===== src/sv/assert_macros.svh =====
// assertion macros shared by the grid dilation rtl
// expects signals named clk and rst in the scope of each use
`ifndef ASSERT_MACROS_SVH
`define ASSERT_MACROS_SVH

// expression must hold at every edge outside reset
`define BGBD_ASSERT_ALWAYS(lbl, expr, msg) \
  lbl: assert property (@(posedge clk) disable iff (rst) (expr)) else $error(msg);

// consequent must hold in the same cycle as the antecedent
`define BGBD_ASSERT_SAME(lbl, ante, cons, msg) \
  lbl: assert property (@(posedge clk) disable iff (rst) (ante) |-> (cons)) else $error(msg);

// consequent must hold in the cycle after the antecedent
`define BGBD_ASSERT_NEXT(lbl, ante, cons, msg) \
  lbl: assert property (@(posedge clk) disable iff (rst) (ante) |=> (cons)) else $error(msg);

`endif


===== src/sv/bgbd_pkg.sv =====
// shared types and constants of the binary grid box dilation block
// no dependencies
`timescale 1ns / 1ps
`default_nettype none

package bgbd_pkg;

  // default grid storage size
  localparam int DEF_MAX_ROWS = 64;
  localparam int DEF_MAX_COLS = 64;

  // field widths fixed by the interface
  localparam int REQ_W = 2;
  localparam int IDX_W = 6;
  localparam int OCC_W = 2;
  localparam int CFG_IDX_W = 2;
  localparam int CFG_DATA_W = 7;

  // request codes
  localparam logic [REQ_W-1:0] REQ_WRITE = 2'd0;
  localparam logic [REQ_W-1:0] REQ_QUERY = 2'd1;
  localparam logic [REQ_W-1:0] REQ_CLEAR = 2'd2;

  // answer codes
  localparam logic [OCC_W-1:0] OCC_EMPTY    = 2'd0;
  localparam logic [OCC_W-1:0] OCC_OCCUPIED = 2'd1;
  localparam logic [OCC_W-1:0] OCC_UNKNOWN  = 2'd2;

  // configuration register indexes
  localparam logic [CFG_IDX_W-1:0] CFG_NUM_ROWS = 2'd0;
  localparam logic [CFG_IDX_W-1:0] CFG_NUM_COLS = 2'd1;
  localparam logic [CFG_IDX_W-1:0] CFG_DIL_ROWS = 2'd2;
  localparam logic [CFG_IDX_W-1:0] CFG_DIL_COLS = 2'd3;

  // controller states
  typedef enum logic [5:0] {
    ST_IDLE   = 6'b000001,
    ST_SETUP  = 6'b000010,
    ST_WRITE  = 6'b000100,
    ST_READ   = 6'b001000,
    ST_DRAIN  = 6'b010000,
    ST_FINISH = 6'b100000
  } state_t;

  // commands from controller to datapath
  typedef struct packed {
    logic take;      // latch the input item
    logic clear;     // empty the whole grid
    logic setup;     // compute bounds, read the item's row
    logic wr;        // write back the modified row
    logic rd;        // read the row under the pointer
    logic load_out;  // load the answer into the output register
  } cmd_t;

  // status from datapath to controller
  typedef struct packed {
    logic in_grid;   // item lies inside the grid in use
    logic last_row;  // pointer is at the last row of the window
    logic out_free;  // output register can take a new answer
  } stat_t;

endpackage

`default_nettype wire


===== src/sv/bgbd_ctrl.sv =====
// controller state machine of the grid dilation block
// depends on bgbd_pkg
`timescale 1ns / 1ps
`default_nettype none

module bgbd_ctrl (
  input  wire logic                      clk,
  input  wire logic                      rst,
  input  wire logic                      in_valid,
  output logic                           in_stall,
  input  wire logic [bgbd_pkg::REQ_W-1:0] req_type,
  input  wire bgbd_pkg::stat_t           stat,
  output bgbd_pkg::cmd_t                 cmd
);
  import bgbd_pkg::*;

  state_t state;
  state_t state_next;
  logic   is_query;
  logic   accept;

  // input transfers only in idle
  assign in_stall = (state != ST_IDLE);
  assign accept   = in_valid && !in_stall;

  // state register and request kind
  always_ff @(posedge clk) begin
    if (rst) begin
      state    <= ST_IDLE;
      is_query <= 1'b0;
    end else begin
      state <= state_next;
      if (accept) begin
        is_query <= (req_type == REQ_QUERY);
      end
    end
  end

  // next state and commands
  always_comb begin
    state_next = state;
    cmd        = '0;
    case (state)
      ST_IDLE: begin
        cmd.take = accept;
        if (accept) begin
          case (req_type)
            REQ_WRITE: state_next = ST_SETUP;
            REQ_QUERY: state_next = ST_SETUP;
            REQ_CLEAR: cmd.clear  = 1'b1;
            default:   state_next = ST_IDLE;
          endcase
        end
      end
      ST_SETUP: begin
        cmd.setup  = 1'b1;
        state_next = is_query ? ST_READ : ST_WRITE;
      end
      ST_WRITE: begin
        cmd.wr     = 1'b1;
        state_next = ST_IDLE;
      end
      ST_READ: begin
        if (!stat.in_grid) begin
          state_next = ST_FINISH;
        end else begin
          cmd.rd = 1'b1;
          if (stat.last_row) begin
            state_next = ST_DRAIN;
          end
        end
      end
      ST_DRAIN: begin
        state_next = ST_FINISH;
      end
      ST_FINISH: begin
        if (stat.out_free) begin
          cmd.load_out = 1'b1;
          state_next   = ST_IDLE;
        end
      end
      default: begin
        state_next = ST_IDLE;
      end
    endcase
  end

endmodule

`default_nettype wire


===== config.mk =====
export PLATFORM = sky130hd
export DESIGN_NAME = bgbd_ctrl
export DESIGN_NICKNAME = d
export VERILOG_FILES = /design/src/sv/assert_macros.svh /design/src/sv/bgbd_pkg.sv /design/src/sv/bgbd_ctrl.sv
export SDC_FILE = /design/constraint.sdc
export NUM_CORES = 1
export LEC_CHECK = 0
export BUFFER_PORTS_ARGS = -buffer_cell sky130_fd_sc_hd__buf_2
export CORE_AREA = 4 4 41 43
export DETAILED_ROUTE_END_ITERATION = 7
export DIE_AREA = 0 0 45 47
export GPL_TIMING_DRIVEN = 0
export PLACE_DENSITY = 0.52
export SYNTH_ARGS = -nofsm -noshare
export SYNTH_HDL_FRONTEND = slang
export SYNTH_SLANG_ARGS = --single-unit

===== constraint.sdc =====
create_clock -name clk -period 2 [get_ports clk]
set_input_delay 0.3 -clock clk [delete_from_list [all_inputs] [get_ports clk]]
set_output_delay 0.3 -clock clk [all_outputs]
set_load 0.02 [all_outputs]

==> flow_summary.toml <==
[die]
ios = 15
rows = 13
fp.coreArea_sq_um = 1300
chipHeight_microns = 47
start_util = 0.323
die_area_sq_um = 2120
die_w_microns = 45

[synth]
synth_top_family_by_area = "simple AND/OR/NAND/NOR gates"
synthArstFlopShare = 0
synth-xor-area-share = 0
syn-cell-area_sq_um = 420
synth_top_area_share = 0.333
synth-seq-area-share = 0.333
synthesis.nets = 56
synth_compound_area_frac = 0.128
synthFlopType = "dfxtp_1"
synth_area_per_cell_sq_um = 8.76
synth_cell_types = 28
synth_area_leader_cell = "dfxtp_1"
synthSimpleGateAreaFrac = 0.479
synthMuxAreaShare = 0.0238
synth_area_leaders = "dfxtp_1, nand4b_1, nor4_1, nor3_1, nor3b_1"
synth-seq-cells = 7
synth-edff-count = 0
netlist_instances = 48
synthAdderAreaFrac = 0
ys_warn_count = 0

[detailed_routing]
wirelength_microns = 1030
ant_nets = 0
routedWlPerCell_microns = 12.7
num_vias = 441
via_per_inst = 5.44
drt_pass1_iterations = 4
drt_iter0_drc = 5
drc = 0

[worst_setup_path]
crit_buf_inv = 1
worstSetupPathType = "flip-flop to output pin"
path_max_fanout = 8
worstSetupStartpointType = "flip-flop"
required_ps = 1700
r2r_slack_ps = 200
critPathTopFamily = "simple AND/OR/NAND/NOR gates"
critPathMaxStageDelay_ps = 580
arrival_ps = 1590
end_kind = "output pin"
critical_path.slowest_cell = "or4_4"
crit_chain = "or4_4 -> nor3b_1 -> buf_2"

[clock_network]
htreeDepth = 1
cts_tree = "done"
cts_root_buffer = "clkbuf_4"
clk_latency_ps = 260
cts.clk_slew.worst_paths_ps = 60
clock_path_buffers = 2
cts_buffers = 3
cts_num_sinks = 7

[place]
io_buffers = 14
dpl.hpwl_microns = 789
gp_congestion = 0.700

[sta]
whs_ps = 294
worst_clock_skew_ps = 4.54
hold_violations = 0
setup_viol = 0
slew_headroom = 0.686
max_freq_ghz = 0.529
min_period_ps = 1890
finalCritPeriodShare = 0.946
tightest_slew_ps = 467
fin_setup_tns_ps = 0
slew_violations = 0
rsz0062_at_grt = "false"

[final_layout]
fin_util = 0.420
mostFrequentLayoutCells = "buf_2, dfxtp_1"
area_growth_pct = 30.1
antenna_cells = 0
final_common_cell = "buf_2"
fillers = 143
drive_gt1_frac = 0.364
finalNetCount = 75

[power_and_ir_drop]
pwr-share-clk = 0.397
power_mw = 0.334
internal-power_mw = 0.244
share_seq_of_total_power = 0.446
power.density_nw_per_um2 = 611
combPwrFrac = 0.157
leakagePower_nw = 0.228
netSwitchingFraction = 0.269
power_switching_mw = 0.0899
vdd_drop_max_mv = 0.266

[run]
maxCapViolations = 0

[global_route]
grt_pass1_vias = 378
antenna_found_initial = 0
grtUsageTotal = 0.107
globalRouteOverflowTotal = 0
grt_pass1_wl_microns = 1570
grt_max_degree = 9

[min_path]
hold_class = "primary input to flip-flop"

[status]
status = "finished, final reports clean"
path summary, 6_finish.rpt:
kind                            cells after the start                  start                     to
worst max register to register                      3  state[1]$_SDFFE_PP0P_  state[0]$_SDFFE_PP1P_
worst max-delay path                                3  state[1]$_SDFFE_PP0P_                 cmd[2]
worst min register to register                      2  is_query$_SDFFE_PP0P_  is_query$_SDFFE_PP0P_
worst min-delay path                                2                    rst  state[5]$_SDFFE_PP0P_
timing repair:
| action | CTS | global route |
|---|---|---|
| hold buffers | 0 | 0 |
| setup endpoints to repair | 0 | 3 |
| resized for setup | 0 | 2 |
| setup buffers | 0 | 0 |
cell families after synthesis:
kind of cell           count (synthesis)
muxes                                  1
and+or+nand+nor                       30
buffers and inverters                  3
AOI/OAI and AO/OA                      7
DFF                                    7
worst reg2reg max path, delay by kind of cell (launching register included):
kind	cells	cell delay (ps)
compound gates	1	320
flops	1	390
simple gates	2	980
layer usage:
| layer | vias to the layer above | track usage | part of all wire |
|---|---|---|---|
| li1 | 227 | - | - |
| met1 | 201 | 0.124 | 0.45 |
| met2 | 10 | 0.161 | 0.48 |
| met3 | 3 | 0.0345 | 0.048 |
| met4 | 0 | 0.0877 | 0.022 |
| met5 | - | 0 | 0 |
through the flow:
stage / std cells / worst slack, ps / area (sq um)
after detailed placement: 77 / 227 / 509
after floorplan: 48 / 270 / 420
after CTS: 81 / 69.3 / 536
after global routing: 81 / 22.5 / 547
after global placement: 77 / 222 / 509
final: 81 / 109 / 547
cell type report:
class	count	area [sq um]	area share
multi-input combinational	38	277	0.506
sequential	7	140	0.256
timing repair buffer	14	70.1	0.128
clock buffer	4	26.3	0.0481
tap	15	18.8	0.0343
buffer	1	7.51	0.0137
inverter	2	7.51	0.0137
Yosys cell counts (2+ instances only):
| library cell | count |
|---|---|
| o21ai_0 | 2 |
| nand4b_1 | 3 |
| nand4_1 | 2 |
| nor4_1 | 4 |
| dfxtp_1 | 7 |
| nor3_1 | 4 |
| nor2b_1 | 2 |
| inv_1 | 2 |
| nor3b_1 | 2 |
| nor2_1 | 2 |
power by group through the flow:
stage,Combinational [mW],Clock (mW),Sequential [mW]
4_1_cts,0.0521,0.136,0.148
6_report,0.0523,0.133,0.149
3_5_place_dp,0.0520,0,0.151
2_1_floorplan,0.0332,0,0.150
3_3_place_gp,0.0521,0,0.151
5_1_grt,0.0580,0.145,0.150
sequential cells by signal, summed over array words and instances (netlist names):
name / cells
state: 6
is_query: 1
No activity file was read; power rests on OpenSTA's default activity.
