File: config.mk
export PLATFORM = sky130hd
export DESIGN_NAME = bgbd_datapath
export DESIGN_NICKNAME = d
export VERILOG_FILES = /design/src/sv/assert_macros.svh /design/src/sv/bgbd_pkg.sv /design/src/sv/bgbd_datapath.sv
export SDC_FILE = /design/constraint.sdc
export NUM_CORES = 2
export LEC_CHECK = 0
export ABC_AREA = 0
export ABC_CLOCK_PERIOD_IN_PS = 4300
export BUFFER_PORTS_ARGS = -buffer_cell sky130_fd_sc_hd__buf_2
export CAP_MARGIN = 25
export CORE_MARGIN = 4
export CORE_UTILIZATION = 45
export DETAILED_ROUTE_END_ITERATION = 12
export SYNTH_ARGS = -nofsm -noshare
export SYNTH_HDL_FRONTEND = slang
export SYNTH_SLANG_ARGS = --single-unit
export TNS_END_PERCENT = 50
File: constraint.sdc
create_clock -name clk -period 4.3 [get_ports clk]
set_input_delay 0.645 -clock clk [delete_from_list [all_inputs] [get_ports clk]]
set_output_delay 0.645 -clock clk [all_outputs]
set_load 0.02 [all_outputs]
File: src/sv/assert_macros.svh
// assertion macros shared by the grid dilation rtl
// expects signals named clk and rst in the scope of each use
`ifndef ASSERT_MACROS_SVH
`define ASSERT_MACROS_SVH

// expression must hold at every edge outside reset
`define BGBD_ASSERT_ALWAYS(lbl, expr, msg) \
  lbl: assert property (@(posedge clk) disable iff (rst) (expr)) else $error(msg);

// consequent must hold in the same cycle as the antecedent
`define BGBD_ASSERT_SAME(lbl, ante, cons, msg) \
  lbl: assert property (@(posedge clk) disable iff (rst) (ante) |-> (cons)) else $error(msg);

// consequent must hold in the cycle after the antecedent
`define BGBD_ASSERT_NEXT(lbl, ante, cons, msg) \
  lbl: assert property (@(posedge clk) disable iff (rst) (ante) |=> (cons)) else $error(msg);

`endif

File: src/sv/bgbd_pkg.sv
// shared types and constants of the binary grid box dilation block
// no dependencies
`timescale 1ns / 1ps
`default_nettype none

package bgbd_pkg;

  // default grid storage size
  localparam int DEF_MAX_ROWS = 64;
  localparam int DEF_MAX_COLS = 64;

  // field widths fixed by the interface
  localparam int REQ_W = 2;
  localparam int IDX_W = 6;
  localparam int OCC_W = 2;
  localparam int CFG_IDX_W = 2;
  localparam int CFG_DATA_W = 7;

  // request codes
  localparam logic [REQ_W-1:0] REQ_WRITE = 2'd0;
  localparam logic [REQ_W-1:0] REQ_QUERY = 2'd1;
  localparam logic [REQ_W-1:0] REQ_CLEAR = 2'd2;

  // answer codes
  localparam logic [OCC_W-1:0] OCC_EMPTY    = 2'd0;
  localparam logic [OCC_W-1:0] OCC_OCCUPIED = 2'd1;
  localparam logic [OCC_W-1:0] OCC_UNKNOWN  = 2'd2;

  // configuration register indexes
  localparam logic [CFG_IDX_W-1:0] CFG_NUM_ROWS = 2'd0;
  localparam logic [CFG_IDX_W-1:0] CFG_NUM_COLS = 2'd1;
  localparam logic [CFG_IDX_W-1:0] CFG_DIL_ROWS = 2'd2;
  localparam logic [CFG_IDX_W-1:0] CFG_DIL_COLS = 2'd3;

  // controller states
  typedef enum logic [5:0] {
    ST_IDLE   = 6'b000001,
    ST_SETUP  = 6'b000010,
    ST_WRITE  = 6'b000100,
    ST_READ   = 6'b001000,
    ST_DRAIN  = 6'b010000,
    ST_FINISH = 6'b100000
  } state_t;

  // commands from controller to datapath
  typedef struct packed {
    logic take;      // latch the input item
    logic clear;     // empty the whole grid
    logic setup;     // compute bounds, read the item's row
    logic wr;        // write back the modified row
    logic rd;        // read the row under the pointer
    logic load_out;  // load the answer into the output register
  } cmd_t;

  // status from datapath to controller
  typedef struct packed {
    logic in_grid;   // item lies inside the grid in use
    logic last_row;  // pointer is at the last row of the window
    logic out_free;  // output register can take a new answer
  } stat_t;

endpackage

`default_nettype wire

File: src/sv/bgbd_datapath.sv
// datapath of the grid dilation block: config registers, row memory,
// window bounds, row accumulation and output register; depends on bgbd_pkg
`timescale 1ns / 1ps
`default_nettype none

module bgbd_datapath #(
  parameter int MAX_ROWS = bgbd_pkg::DEF_MAX_ROWS,
  parameter int MAX_COLS = bgbd_pkg::DEF_MAX_COLS
) (
  input  wire logic                           clk,
  input  wire logic                           rst,
  input  wire logic                           cfg_write,
  input  wire logic [bgbd_pkg::CFG_IDX_W-1:0]  cfg_index,
  input  wire logic [bgbd_pkg::CFG_DATA_W-1:0] cfg_data,
  input  wire logic [bgbd_pkg::IDX_W-1:0]      row,
  input  wire logic [bgbd_pkg::IDX_W-1:0]      col,
  input  wire logic                           occupied,
  input  wire bgbd_pkg::cmd_t                 cmd,
  output bgbd_pkg::stat_t                     stat,
  output logic                                out_valid,
  input  wire logic                           out_stall,
  output logic [bgbd_pkg::OCC_W-1:0]           occupancy
);
  import bgbd_pkg::*;

  localparam int AW  = (MAX_ROWS > 1) ? $clog2(MAX_ROWS) : 1;
  localparam int NRW = $clog2(MAX_ROWS + 1);
  localparam int RW  = (NRW > 7) ? NRW : 7;
  localparam int XW  = (AW > IDX_W) ? AW : IDX_W;

  // configuration registers
  logic [6:0] num_rows;
  logic [6:0] num_cols;
  logic [5:0] dil_rows;
  logic [5:0] dil_cols;

  // latched item
  logic [IDX_W-1:0] row_q;
  logic [IDX_W-1:0] col_q;
  logic             occ_q;

  // window state
  logic                in_grid;
  logic [AW-1:0]       ptr;
  logic [AW-1:0]       rhi;
  logic [MAX_COLS-1:0] mask;
  logic                acc_hit;
  logic                rd_pend;

  // row memory, per-row valid bits and registered read
  logic [MAX_COLS-1:0] mem [MAX_ROWS];
  logic [MAX_ROWS-1:0] row_valid;
  logic [MAX_COLS-1:0] rd_data;
  logic                rd_valid;
  logic [AW-1:0]       rd_addr;
  logic [MAX_COLS-1:0] wr_word;
  logic                wr_en;

  // combinational bounds
  logic [RW-1:0]       nr;
  logic [6:0]          nc;
  logic                in_grid_next;
  logic [IDX_W-1:0]    rlo6;
  logic [RW-1:0]       rsum;
  logic [RW-1:0]       rlim;
  logic [RW-1:0]       rhi_w;
  logic [IDX_W-1:0]    clo;
  logic [6:0]          csum;
  logic [6:0]          clim;
  logic [6:0]          chi;
  logic [MAX_COLS-1:0] mask_next;
  logic [XW-1:0]       row_x;
  logic [XW-1:0]       rlo_x;
  logic [MAX_COLS-1:0] base_word;

  // configuration writes
  always_ff @(posedge clk) begin
    if (rst) begin
      num_rows <= 7'd1;
      num_cols <= 7'd1;
      dil_rows <= 6'd0;
      dil_cols <= 6'd0;
    end else if (cfg_write) begin
      case (cfg_index)
        CFG_NUM_ROWS: num_rows <= cfg_data;
        CFG_NUM_COLS: num_cols <= cfg_data;
        CFG_DIL_ROWS: dil_rows <= cfg_data[5:0];
        CFG_DIL_COLS: dil_cols <= cfg_data[5:0];
        default:      num_rows <= num_rows;
      endcase
    end
  end

  // grid size in use, clamped to 1..max
  always_comb begin
    if (num_rows == 7'd0) begin
      nr = RW'(1);
    end else if (RW'(num_rows) > RW'(MAX_ROWS)) begin
      nr = RW'(MAX_ROWS);
    end else begin
      nr = RW'(num_rows);
    end
    if (num_cols == 7'd0) begin
      nc = 7'd1;
    end else if (num_cols > 7'(MAX_COLS)) begin
      nc = 7'(MAX_COLS);
    end else begin
      nc = num_cols;
    end
  end

  // window bounds clipped to the grid
  always_comb begin
    in_grid_next = (RW'(row_q) < nr) && ({1'b0, col_q} < nc);
    rlo6  = (row_q >= dil_rows) ? (row_q - dil_rows) : '0;
    rsum  = RW'(row_q) + RW'(dil_rows);
    rlim  = nr - RW'(1);
    rhi_w = (rsum > rlim) ? rlim : rsum;
    clo   = (col_q >= dil_cols) ? (col_q - dil_cols) : '0;
    csum  = {1'b0, col_q} + {1'b0, dil_cols};
    clim  = nc - 7'd1;
    chi   = (csum > clim) ? clim : csum;
    for (int i = 0; i < MAX_COLS; i++) begin
      mask_next[i] = (7'(i) >= {1'b0, clo}) && (7'(i) <= chi);
    end
    row_x = XW'(row_q);
    rlo_x = XW'(rlo6);
  end

  // item latch
  always_ff @(posedge clk) begin
    if (cmd.take) begin
      row_q <= row;
      col_q <= col;
      occ_q <= occupied;
    end
  end

  // window registers and row pointer
  always_ff @(posedge clk) begin
    if (cmd.setup) begin
      in_grid <= in_grid_next;
      ptr     <= rlo_x[AW-1:0];
      rhi     <= rhi_w[AW-1:0];
      mask    <= mask_next;
    end else if (cmd.rd) begin
      ptr <= ptr + AW'(1);
    end
  end

  // read address: item row for a write, pointer for a query
  assign rd_addr = cmd.setup ? row_x[AW-1:0] : ptr;

  // memory read, registered together with the row valid bit
  always_ff @(posedge clk) begin
    rd_data  <= mem[rd_addr];
    rd_valid <= row_valid[rd_addr];
  end

  // modified row for a raw write
  always_comb begin
    base_word = rd_valid ? rd_data : '0;
    for (int i = 0; i < MAX_COLS; i++) begin
      wr_word[i] = (IDX_W'(i) == col_q) ? occ_q : base_word[i];
    end
  end

  assign wr_en = cmd.wr && in_grid;

  // memory write
  always_ff @(posedge clk) begin
    if (wr_en) begin
      mem[row_x[AW-1:0]] <= wr_word;
    end
  end

  // row valid bits, cleared by reset and clear items
  always_ff @(posedge clk) begin
    if (rst || cmd.clear) begin
      row_valid <= '0;
    end else if (wr_en) begin
      row_valid[row_x[AW-1:0]] <= 1'b1;
    end
  end

  // OR of the masked rows, one row per cycle
  always_ff @(posedge clk) begin
    if (rst) begin
      rd_pend <= 1'b0;
      acc_hit <= 1'b0;
    end else begin
      rd_pend <= cmd.rd;
      if (cmd.setup) begin
        acc_hit <= 1'b0;
      end else if (rd_pend && rd_valid && ((rd_data & mask) != '0)) begin
        acc_hit <= 1'b1;
      end
    end
  end

  // output register
  always_ff @(posedge clk) begin
    if (rst) begin
      out_valid <= 1'b0;
    end else if (cmd.load_out) begin
      out_valid <= 1'b1;
    end else if (!out_stall) begin
      out_valid <= 1'b0;
    end
  end

  always_ff @(posedge clk) begin
    if (cmd.load_out) begin
      occupancy <= !in_grid ? OCC_UNKNOWN : (acc_hit ? OCC_OCCUPIED : OCC_EMPTY);
    end
  end

  // status
  assign stat.in_grid  = in_grid;
  assign stat.last_row = (ptr == rhi);
  assign stat.out_free = !out_valid || !out_stall;

endmodule

`default_nettype wire

==> results.tsv <==
stage	metric	value	unit
clock_network	clkTransAtPathRegs	0.06	ns
place	numPortBuffers	37	
clock_network	clk_latency	0.99	ns
grt	grt_remaining_overflow	0	
final_layout	num-nets-final	12100	
worst_setup_path	slowest_stage	sky130_fd_sc_hd__a32oi_1	
power	pwr-share-seq	0.497	
die	placeableCoreArea	0.379	mm^2
sta	slew_viol_final	0	
power	share_comb_of_total_power	0.132	
yosys	postSynthRegisterBits	4346	
sta	slew_headroom	0.283	
sta	final_period_minus_worst_setup_slack	4.12	ns
worst_setup_path	worst-path-buf-inv	2	
die	boundaryPins	38	
place	detailed_placer_s_ending_hpwl	295000	um
power	cellLeakagePower	0.0673	uW
yosys	synth.yosys.warnings	0	
final_layout	commonest_non_fill_non_tap_cells_in_the_layout	sky130_fd_sc_hd__edfxtp_1 (4188), sky130_fd_sc_hd__nand2_1 (2231), sky130_fd_sc_hd__a21oi_1 (1089)	
clock_network	cts-buffers-inserted	431	
worst_setup_path	critical-path-max-stage-delay	0.58	ns
die	die_x	625	um
clock_network	cts-htree-levels	5	
clock_network	cts.sink_count	4346	
detailed_routing	drtPass1Iterations	6	
yosys	mappedNetlistNets	11800	
detailed_routing	route.detailed.drc	0	
clock_network	cts_buffer_depth	4	
sta	final_critical_path_setup_slack	0.182	ns
worst_setup_path	critical_path_arrival	4.89	ns
detailed_routing	vias	110000	
worst_setup_path	path_class	reg2reg	
worst_setup_path	critical_path.max_fanout	6	
power	p_sw_frac	0.262	
grt	grt_use_total	0.289	
detailed_routing	post_detailed_route_wirelength_per_cell	33.3	um
grt	grt_max_degree	101	
power	intPower	73800	uW
detailed_routing	antenna_violating_nets_post_route	0	
place	gp_routability_congestion	0.923	
sta	period_share	0.958	
yosys	syn-instance-count	11700	
yosys	synthesized_area_per_cell	14.6	um^2
final_layout	finalInstanceArea	0.197	mm^2
worst_setup_path	critical_path_required	5.07	ns
place	place_worst_setup_slack	0.114	ns
sta	tightest_slew	1.08	ns
yosys	netlist_area	0.171	mm^2
clock_network	cts_tree	built	
grt	grt_pass1_vias	103000	
power	cellPowerDensity	509	mW/mm^2
final_layout	post_route_cells_drive_above_1_share	0.116	
run_status	outcome	complete, no violations	
power	vdd_drop_max	0.374	mV
yosys	ys_seq_area_frac	0.754	
sta	rsz0062_at_grt	false	
sta	final_hold_viol_count	0	
yosys	synth_edf_count	4188	
die	fp-row-count	226	
power	p_clk_frac	0.371	
clock_network	buffers_inserted_during_post_cts_setup_optimization	0	
final_layout	area_delta_synth_final	15.0	%
clock_network	clk_root_buffer_cell	sky130_fd_sc_hd__clkbuf_16	
worst_setup_path	setup.worst_path.start_class	register	
detailed_routing	drt_iter0_drcs	16400	
detailed_routing	wl	580000	um
die	die_area	0.390	mm^2
sta	setup_viol	0	
worst_setup_path	worst_setup_path_end_kind	register	
die	die_h	625	um
grt	antenna_found_initial	28	
yosys	netlist-cell-type-count	78	
power	switching_power	26300	uW
min_path	hold_path_class	in2reg	
sta	fmax	243	MHz
yosys	yosys_most_used_dff	sky130_fd_sc_hd__edfxtp_1	
place	detailed_place.area	0.182	mm^2
final_layout	final_common_cell	sky130_fd_sc_hd__edfxtp_1	
worst_setup_path	cp_top_family	compound AO/OA/AOI/OAI gates	
yosys	synthArstFlopShare	0	
die	initial_utilization	0.451	
grt	grt_pass1_wl	799000	um
detailed_routing	post_drt_via_cell_ratio	6.29	
worst_setup_path	path_cells	ha_1 -> nor3b_2 -> buf_4 -> or3_1 -> a211o_1 -> ha_1 -> nand4_1 -> a21o_1 -> buf_4 -> a21o_2 -> a32oi_1 -> nor3_2 -> a221oi_1	
power	power.total	100000	uW
job	timing.max_cap.violations	0	
sta	fin_skew	0.0435	ns
## timing repair
| item | 4_1_cts | 5_1_grt |
|---|---|---|
| setup endpoints to repair | 0 | 14 |
| hold endpoints to repair | 20 | 0 |
| hold buffers | 18 | 0 |
| resized for setup | 0 | 7 |
## final timing paths
check                     start            end  slack (ns)  cells after the start
setup / recovery       col_q[1]       mask[54]        0.18                     13
hold / removal      cfg_data[4]    num_rows[4]        0.08                      3
setup reg to reg       col_q[1]       mask[54]        0.18                     13
hold reg to reg   row_valid[44]  row_valid[44]        0.47                      1
## layer usage
metal  track usage  share of wire  vias to the layer above
met4         0.107          0.042                       16
met3        0.0624           0.12                     1214
li1              -              -                    45300
met1         0.411           0.39                    56200
met5             0        0.00012                        -
met2         0.439           0.45                     6996
## synth_stat cells (33+ instances only)
cell                       count  share of area
sky130_fd_sc_hd__a21oi_1    1091          0.032
sky130_fd_sc_hd__a221oi_1     33         0.0017
sky130_fd_sc_hd__buf_1        53         0.0012
sky130_fd_sc_hd__buf_2       235         0.0069
sky130_fd_sc_hd__buf_6        53         0.0035
sky130_fd_sc_hd__clkbuf_1    388         0.0085
sky130_fd_sc_hd__dfxtp_1     158          0.018
sky130_fd_sc_hd__edfxtp_1   4188           0.74
sky130_fd_sc_hd__ha_1         49         0.0036
sky130_fd_sc_hd__inv_1        45        0.00099
sky130_fd_sc_hd__mux2i_1    1076          0.063
sky130_fd_sc_hd__nand2_1    2255          0.049
sky130_fd_sc_hd__nand3_1     145         0.0042
sky130_fd_sc_hd__nor2_1      145         0.0032
sky130_fd_sc_hd__nor3_1      288         0.0084
sky130_fd_sc_hd__nor4_1      486          0.018
sky130_fd_sc_hd__nor4_2       43         0.0031
sky130_fd_sc_hd__o21a_1       71         0.0031
sky130_fd_sc_hd__o22ai_1     527          0.019
sky130_fd_sc_hd__or4_1        67         0.0029
## state kept, by name (all words and copies together), names as in the netlist
name,cells
rhi,6
row_q,6
rd_data,64
num_cols,7
dil_rows,6
mask,64
mem,4096
out_valid,1
col_q,6
occupancy,2
rd_pend,1
ptr,6
row_valid,64
occ_q,1
in_grid,1
dil_cols,6
acc_hit,1
rd_valid,1
num_rows,7
## worst register-to-register path: cells and delay by family (launching register included)
kind	cells	cell delay [ns]
flops	1	0.47
fa+ha+maj	2	0.71
buf+inv	2	0.29
simple gates	4	0.72
compound gates	5	1.71
## power groups by stage
stage | Sequential [uW] | Combinational [uW] | Clock, uW
finish | 49700 | 13200 | 37200
detailed placement | 50600 | 12700 | 0
global placement | 50600 | 12500 | 0
floorplan | 49800 | 7790 | 0
CTS | 49700 | 12800 | 37500
global route | 49700 | 13900 | 39400
## metrics by stage
| stage | setup TNS, ns | instances | hold WS [ns] | utilization |
|---|---|---|---|---|
| floorplan | -43.66 | 11700 | 0.440 | - |
| global placement | -0.356 | 16600 | 0.446 | 0.480 |
| detailed placement | 0 | 16600 | 0.452 | 0.481 |
| CTS | 0 | 17400 | 0.00676 | 0.518 |
| global route | 0 | 17400 | 0.0546 | 0.519 |
| finish | 0 | 17400 | 0.0806 | 0.519 |
## area by class of cell
cell class	instances	area, um^2
diodes	9	22.5
clock buffers	589	11900
clock inverters	215	1990
fillers	30800	182000
inverters	46	173
multi-input cells	6550	39100
flip-flops and latches	4346	129000
well taps	5016	6280
repair buffers	655	8240
## kinds of logic (layout without fill, tap and decap cells)
family,count (synthesis),count (layout),share of synthesized area
DFF,4346,4346,0.754
other,1,10,0.0000219
buffers and inverters,796,1505,0.0220
AOI/OAI and AO/OA,1880,1880,0.0630
and+or+nand+nor,3508,3508,0.0924
adders and majority gates,53,53,0.00405
muxes,1086,1086,0.0637
xor gates and xnor gates,22,22,0.00113
Power figures use the tool's default switching activity.
